[config.mk]
export PLATFORM = sky130hd
export DESIGN_NAME = nspc_ctrl
export DESIGN_NICKNAME = d
export VERILOG_FILES = /design/src/design/nspc_pkg.sv /design/src/design/nspc_ctrl.sv
export VERILOG_INCLUDE_DIRS = /design/src /design/src/design
export SDC_FILE = /design/constraint.sdc
export NUM_CORES = 1
export LEC_CHECK = 0
export BUFFER_PORTS_ARGS = -buffer_cell sky130_fd_sc_hd__buf_4
export CELL_PAD_IN_SITES_DETAIL_PLACEMENT = 1
export CELL_PAD_IN_SITES_GLOBAL_PLACEMENT = 1
export CORE_AREA = 2 2 39 41
export CTS_CLUSTER_SIZE = 14
export DETAILED_ROUTE_END_ITERATION = 10
export DIE_AREA = 0 0 41 43
export GPL_TIMING_DRIVEN = 0
export HOLD_SLACK_MARGIN = 0.02
export PLACE_DENSITY_LB_ADDON = 0.12
export SYNTH_ARGS = -nofsm -noshare
export SYNTH_HDL_FRONTEND = slang
export SYNTH_SLANG_ARGS = --single-unit
[constraint.sdc]
create_clock -name clk -period 1.27 [get_ports clk]
set_input_delay 0 -clock clk [delete_from_list [all_inputs] [get_ports clk]]
set_output_delay 0 -clock clk [all_outputs]
set_load 0.03 [all_outputs]
[src/design/nearest_scaler_pixel_convert_assert.svh]
// Assertion helpers used by the scaler controller.
`ifndef NEAREST_SCALER_PIXEL_CONVERT_ASSERT_SVH
`define NEAREST_SCALER_PIXEL_CONVERT_ASSERT_SVH

// The consequent must hold in the same cycle as the antecedent.
`define NSPC_ASSERT_SAME(label, clk, rst_n, ante, cons) \
    label: assert property (@(posedge clk) disable iff (!rst_n) (ante) |-> (cons)) \
        else $error("nspc assertion failed");

// The consequent must hold in the cycle after the antecedent.
`define NSPC_ASSERT_NEXT(label, clk, rst_n, ante, cons) \
    label: assert property (@(posedge clk) disable iff (!rst_n) (ante) |=> (cons)) \
        else $error("nspc assertion failed");

`endif

[src/design/nspc_pkg.sv]
package nspc_pkg;

    // Default geometry of the output screen and size of the source store.
    localparam int DEF_OUT_WIDTH  = 1920;
    localparam int DEF_OUT_HEIGHT = 1080;
    localparam int DEF_SRC_PIXELS = 131072;

    // Fixed field widths.
    localparam int DIM_W      = 12;
    localparam int COORD_W    = 11;
    localparam int INDEX_W    = 17;
    localparam int PIXEL_W    = 16;
    localparam int RGB_W      = 24;
    localparam int CFG_IDX_W  = 2;
    localparam int CFG_DATA_W = 12;

    // Configuration register indexes.
    localparam logic [CFG_IDX_W-1:0] REG_SRC_WIDTH    = 2'd0;
    localparam logic [CFG_IDX_W-1:0] REG_SRC_HEIGHT   = 2'd1;
    localparam logic [CFG_IDX_W-1:0] REG_PIXEL_FORMAT = 2'd2;

    // Reset values of the configuration registers.
    localparam logic [DIM_W-1:0] RST_SRC_WIDTH  = 12'd320;
    localparam logic [DIM_W-1:0] RST_SRC_HEIGHT = 12'd240;

    // Opcodes and pixel formats.
    localparam logic OP_WRITE     = 1'b0;
    localparam logic OP_READ      = 1'b1;
    localparam logic FMT_RGB565   = 1'b0;
    localparam logic FMT_RGBX4444 = 1'b1;

    // Step commands from the controller to the datapath.
    typedef struct packed {
        logic item_load;
        logic prod_en;
        logic recip_en;
        logic rem_en;
        logic quot_en;
        logic index_en;
        logic fetch_en;
        logic out_load;
    } cmd_t;

    // Status from the datapath back to the controller.
    typedef struct packed {
        logic opcode_read;
    } status_t;

endpackage

[src/design/nspc_ctrl.sv]
`include "nearest_scaler_pixel_convert_assert.svh"

module nspc_ctrl (
    input  logic              clk,
    input  logic              rst_n,
    input  logic              in_valid,
    output logic              in_ready,
    output logic              out_valid,
    input  logic              out_ready,
    input  nspc_pkg::status_t status,
    output nspc_pkg::cmd_t    cmd
);

    typedef enum logic [2:0] {
        ST_IDLE,
        ST_PROD,
        ST_RECIP,
        ST_REM,
        ST_QUOT,
        ST_INDEX,
        ST_FETCH,
        ST_DATA
    } state_t;

    state_t state_reg;
    state_t state_next;
    logic   out_valid_reg;
    logic   out_valid_next;

    always_comb
    begin
        state_next     = state_reg;
        cmd            = '0;
        out_valid_next = out_valid_reg && !out_ready;
        case (state_reg)
            ST_IDLE:
            begin
                if (in_valid)
                begin
                    cmd.item_load = 1'b1;
                    // Writes finish in the accepting cycle; reads start the sequence.
                    if (status.opcode_read)
                    begin
                        state_next = ST_PROD;
                    end
                end
            end
            ST_PROD:
            begin
                cmd.prod_en = 1'b1;
                state_next  = ST_RECIP;
            end
            ST_RECIP:
            begin
                cmd.recip_en = 1'b1;
                state_next   = ST_REM;
            end
            ST_REM:
            begin
                cmd.rem_en = 1'b1;
                state_next = ST_QUOT;
            end
            ST_QUOT:
            begin
                cmd.quot_en = 1'b1;
                state_next  = ST_INDEX;
            end
            ST_INDEX:
            begin
                cmd.index_en = 1'b1;
                state_next   = ST_FETCH;
            end
            ST_FETCH:
            begin
                cmd.fetch_en = 1'b1;
                state_next   = ST_DATA;
            end
            ST_DATA:
            begin
                // The result waits here until the output register is free.
                if (!out_valid_reg || out_ready)
                begin
                    cmd.out_load   = 1'b1;
                    out_valid_next = 1'b1;
                    state_next     = ST_IDLE;
                end
            end
            default:
            begin
                state_next = ST_IDLE;
            end
        endcase
    end

    always_ff @(posedge clk or negedge rst_n)
    begin
        if (!rst_n)
        begin
            state_reg     <= ST_IDLE;
            out_valid_reg <= 1'b0;
        end
        else
        begin
            state_reg     <= state_next;
            out_valid_reg <= out_valid_next;
        end
    end

    assign in_ready  = (state_reg == ST_IDLE);
    assign out_valid = out_valid_reg;

    `NSPC_ASSERT_SAME(a_no_overwrite, clk, rst_n, cmd.out_load, !out_valid_reg || out_ready)
    `NSPC_ASSERT_NEXT(a_read_busy, clk, rst_n, in_valid && in_ready && status.opcode_read, !in_ready)
    `NSPC_ASSERT_NEXT(a_fetch_then_data, clk, rst_n, cmd.fetch_en, state_reg == ST_DATA)
    `NSPC_ASSERT_SAME(a_valid_from_load, clk, rst_n, $rose(out_valid_reg), $past(cmd.out_load))

endmodule

Yosys cells after proc, flatten, opt, wreduce, memory -nomap -nowiden. Cells that the tools add are included.

Output and inout port bits: 10. Input port bits: 5. Register bits: 4. Logic and storage cells: 34.

Reduce and logical (&&, ||, !) cells: 6. Multiplexer cells: 16. Equal/unequal tests: 10.

Operator list (number): $pmux W3 S8 (1); $eq A3 B3 Y1 const B (4); $mux W1 (12); $mux W3 (3); $eq A3 B2 Y1 const B (2); $ne A2 B2 Y1 const B (2); $eq A3 B1 Y1 const B (1); $logic_not A3 Y1 (1); $reduce_and A3 Y1 (1); $logic_not A1 Y1 (2); $ne A2 B1 Y1 const B (1); $logic_and A1 B1 Y1 (1); $logic_or A1 B1 Y1 (1).

Depth between registers and ports, before layout.
Depth in word-level cells: 4. Depth in mapped cells: 3.

Worst setup path before layout. No wires, ideal clock.

Path type: register to output. From: reg state_reg[0]. To: out cmd[7] (netlist name). Path slack: -0.082 ns. Stages on the path, launching flop included: 4. Data required time: 1.270 ns. Buffers on the path: 1. Arrival time: 1.352 ns. Path through: dfrtp_1 buf_4 nor3_2 and2_1.

RTL lines: start: declaration (RTL line nspc_ctrl.sv:25) `state_t state_reg;`; start signal: assignment (RTL line nspc_ctrl.sv:104) `state_reg <= state_next;`; end: declaration (RTL line nspc_ctrl.sv:11) `output nspc_pkg::cmd_t cmd`.

==> results.md <==
| Item | Reported |
|:---|:---|
| Post-Syn Instances | 29 |
| Pin count of the biggest net entering global routing | 11 |
| Primary flip-flop cell chosen by synthesis mapping | dfrtp_1 |
| Vias per cell | 4.25 |
| Cell chosen for the clock root | clkbuf_4 |
| Initial DRC count | 6 |
| Worst hold slack across all endpoints | 81.3 ps |
| Upper clock frequency limit | 820 MHz |
| Cell-by-cell listing of the critical path | buf_6, nor3_4, and2_1, buf_4 |
| Share of synthesized area spent on multiplexers | 0% |
| Path depth of the worst reg2reg path | 3 |
| Worst Hold Endpoint | state_reg[0] |
| Type of element capturing the critical path | output pin |
| Relative area change from synthesis to final layout | 66.8% |
| Maximum cell stage delay along the critical path | 360 ps |
| First-pass iteration count of the detailed router | 2 |
| Number of port buffers | 14 |
| Crit path arrival time | 1220 ps |
| Height of the die | 43 um |
| Number of global-route vias before repair | 281 |
| Worst hold path type | input pin to flip-flop |
| DIE WIDTH | 41 um |
| Worst supply voltage drop on vdd | 0.000858 V |
| Remaining routing DRC violations | 0 |
| Initial standard-cell utilization of the core | 20.4% |
| Most used standard cell by instance count after synthesis | and2_1 |
| Library cell with the largest summed area after synthesis | dfrtp_1 |
| Static Leak | 0.233 nW |
| Main area contributors after synthesis | dfrtp_1 (35%), and2_1 (11%), nand3b_4 (7.1%), a21oi_1 (5.3%), a211oi_2 (4.4%) |
| Crit path max fanout | 10 |
| Startpoint-to-endpoint class of the critical path | flip-flop to output pin |
| Post-synth top area share | 35.4% |
| Post-layout instance count excluding filler cells | 63 |
| Synth Area in Adders | 0% |
| Cell area after layout | 472 um2 |
| Hold Path Stages | 3 |
| Count of boundary I/O pins | 15 |
| Fraction of layout instances using a drive strength above 1 | 55.3% |
| Standard cell core area | 1380 um2 |
| Clock buffers created by TritonCTS | 3 |
| Worst EP required | 1270 ps |
| Via count | 268 |
| Placed Instance Area | 414 um2 |
| Area of the die | 1760 um2 |
| Detailed-routed wire length on met3 | 50 um |
| Synth Area in Compound Gates | 12.4% |
| Mapped Nets | 34 |
| H-tree depth reported by CTS | 1 |
| Post-synthesis instance area | 283 um2 |
| Share of the synthesized netlist area taken by xor and xnor gates | 0% |
| Crit path max-delay cell type | dfrtp_1 |
| Clk_lat worst skew | 230 ps |
| Cell area power density | 2890 nW/um2 |
| CTS clock-pin slew for the worst setup and hold paths | 40 ps |
| Max-cap check violation count | 0 |
| Share of the clock period used by the worst path | 96.0% |
| HPWL reported at the end of detailed placement | 555 um |
| Setup repair after global routing missed its margin | false |
| Synthesized flop and latch total | 4 |
| Total count of hold-check failures in the final report | 0 |
| Placed cell count | 59 |
| Startpoint of the worst register-to-register path | state_reg[2] |
| Worst min-delay path startpoint | out_ready |
| R2R setup slack | 220 ps |
| Worst r2r dst | state_reg[0] |
| Yosys cell types | 19 |
| Antenna-violating nets left | 0 |
| Number of failing setup endpoints in the final timing report | 0 |
| Area share of and/or/nand/nor cells after synthesis | 43.8% |
| Cell types with the highest counts after synthesis | and2_1 (5), dfrtp_1 (4), a21oi_1 (3) |
| Clock tree from TritonCTS | done |
| Overall power | 1.36 mW |
| Routed wirelength normalized by instance count | 11.6 um |
| Clock sink count | 4 |
| Number of warnings reported in the yosys synthesis log | 0 |
| Number of flip-flops under the largest register name | 3 |
| Maximum buffer depth of the clock tree | 2 |
| Highest routed metal layer | met3 |
| Final RePlAce weighted congestion | 0.659 |
| Slew @ Worst Pin | 289 ps |
| Overall fraction of global-route tracks in use | 10.5% |
| Antenna violations before repair | 0 |
| Tmin final | 1220 ps |
| Number of nets in the finished design | 54 |
| Sum of routed wire length over all layers | 730 um |
| Met1 layer wirelength in the final routing | 316 um |
| Dominant combinational cell family by area after synthesis | simple AND/OR/NAND/NOR gates |
| Fraction of registers with async set or reset after synthesis | 100% |
| EDFF count, synth | 0 |
| Diode count | 0 |
| Clock skew after layout | 0.340 ps |
| Worst-case headroom to the max-slew limit | 80.6% |
| Final slew viol count | 0 |
| Number of cell rows | 14 |
| Setup crit start kind | flip-flop |
| Total grt overflow | 0 |
| Wire length of the first global-routing pass | 1.20 mm |
| Portion of the post-synthesis area used by sequential elements | 35.4% |
| Total met2 wirelength after detailed routing | 363 um |
| Mean instance size in the synthesized netlist | 9.75 um2 |
| Run status | completed |
==> per-layer routing <==
| metal | global-route usage [%] | vias up |
|---|---|---|
| li1 | - | 136 |
| met1 | 12.1 | 119 |
| met2 | 15.3 | 13 |
| met3 | 3.14 | 0 |
| met4 | 8.00 | 0 |
| met5 | 0 | - |
==> area by class of cell <==
| cell class | instances | area [um2] |
|---|---|---|
| Buffer | 3 | 33.8 |
| Clock buffer | 3 | 22.5 |
| Fill cell | 168 | 912 |
| Multi-Input combinational cell | 22 | 180 |
| Sequential cell | 4 | 100 |
| Tap cell | 16 | 20.0 |
| Timing Repair Buffer | 15 | 115 |
==> repair_timing <==
action                                  in CTS  in global routing
endpoints found under the hold margin        4                  0
gates resized for setup                      1                  5
pin swaps                                    0                  0
setup buffers                                0                  0
endpoints found under the setup margin       1                  5
hold buffers                                 1                  0
==> power by group <==
| group | switching [mW] | internal [mW] |
|---|---|---|
| Combinational | 0.545 | 0.416 |
| Clock | 0.0492 | 0.106 |
| Sequential | 0.0549 | 0.192 |
| Total | 0.649 | 0.714 |
==> worst max-delay path by stage <==
stage,from,end,slack [ps],depth (start not counted)
3_3_place_gp,state_reg[1],state_reg[0],230,3
2_1_floorplan,state_reg[2],cmd[5],-10,2
3_5_place_dp,state_reg[1],state_reg[0],210,3
5_1_grt,state_reg[0],cmd[7],4,4
4_1_cts,state_reg[0],cmd[7],10,4
6_report,state_reg[0],cmd[7],50,4
==> worst max-delay path: cells and delay by family (launching register included) <==
kind | cells | cell delay (ps)
flops | 1 | 360
simple gates | 2 | 330
buf+inv | 2 | 290
==> layout by cell type (no fill, tap or decap) <==
| master | count |
|---|---|
| nor2b_1 | 2 |
| and3_4 | 1 |
| a21oi_1 | 3 |
| buf_6 | 3 |
| nor2b_4 | 1 |
| a211oi_2 | 1 |
| buf_4 | 14 |
| dfrtp_1 | 4 |
| nand3_1 | 1 |
| and3b_1 | 1 |
| nand2_1 | 1 |
| nand2b_1 | 1 |
| nor2_1 | 1 |
| nor3b_2 | 1 |
| clkbuf_4 | 3 |
| a211oi_1 | 1 |
| dlygate4sd3_1 | 1 |
| nor3_4 | 1 |
| nand3b_4 | 1 |
| and2_1 | 5 |
==> through the flow <==
| step | utilization, % | worst slack [ps] | TNS, ps |
|---|---|---|---|
| 3_5_place_dp | 29.9 | 205 | 0 |
| 4_1_cts | 32.5 | 12.4 | 0 |
| 5_1_grt | 34.1 | 3.57 | 0 |
| 6_report | 34.1 | 50.5 | 0 |
| 2_1_floorplan | - | -12.2 | -12.2 |
| 3_3_place_gp | 29.9 | 230 | 0 |
==> kinds of logic after synthesis <==
kind of cell    count (synthesis)
simple gates                   17
buf+inv                         3
flops                           4
compound gates                  5
Note: power is estimated with default switching activity, not from simulation.
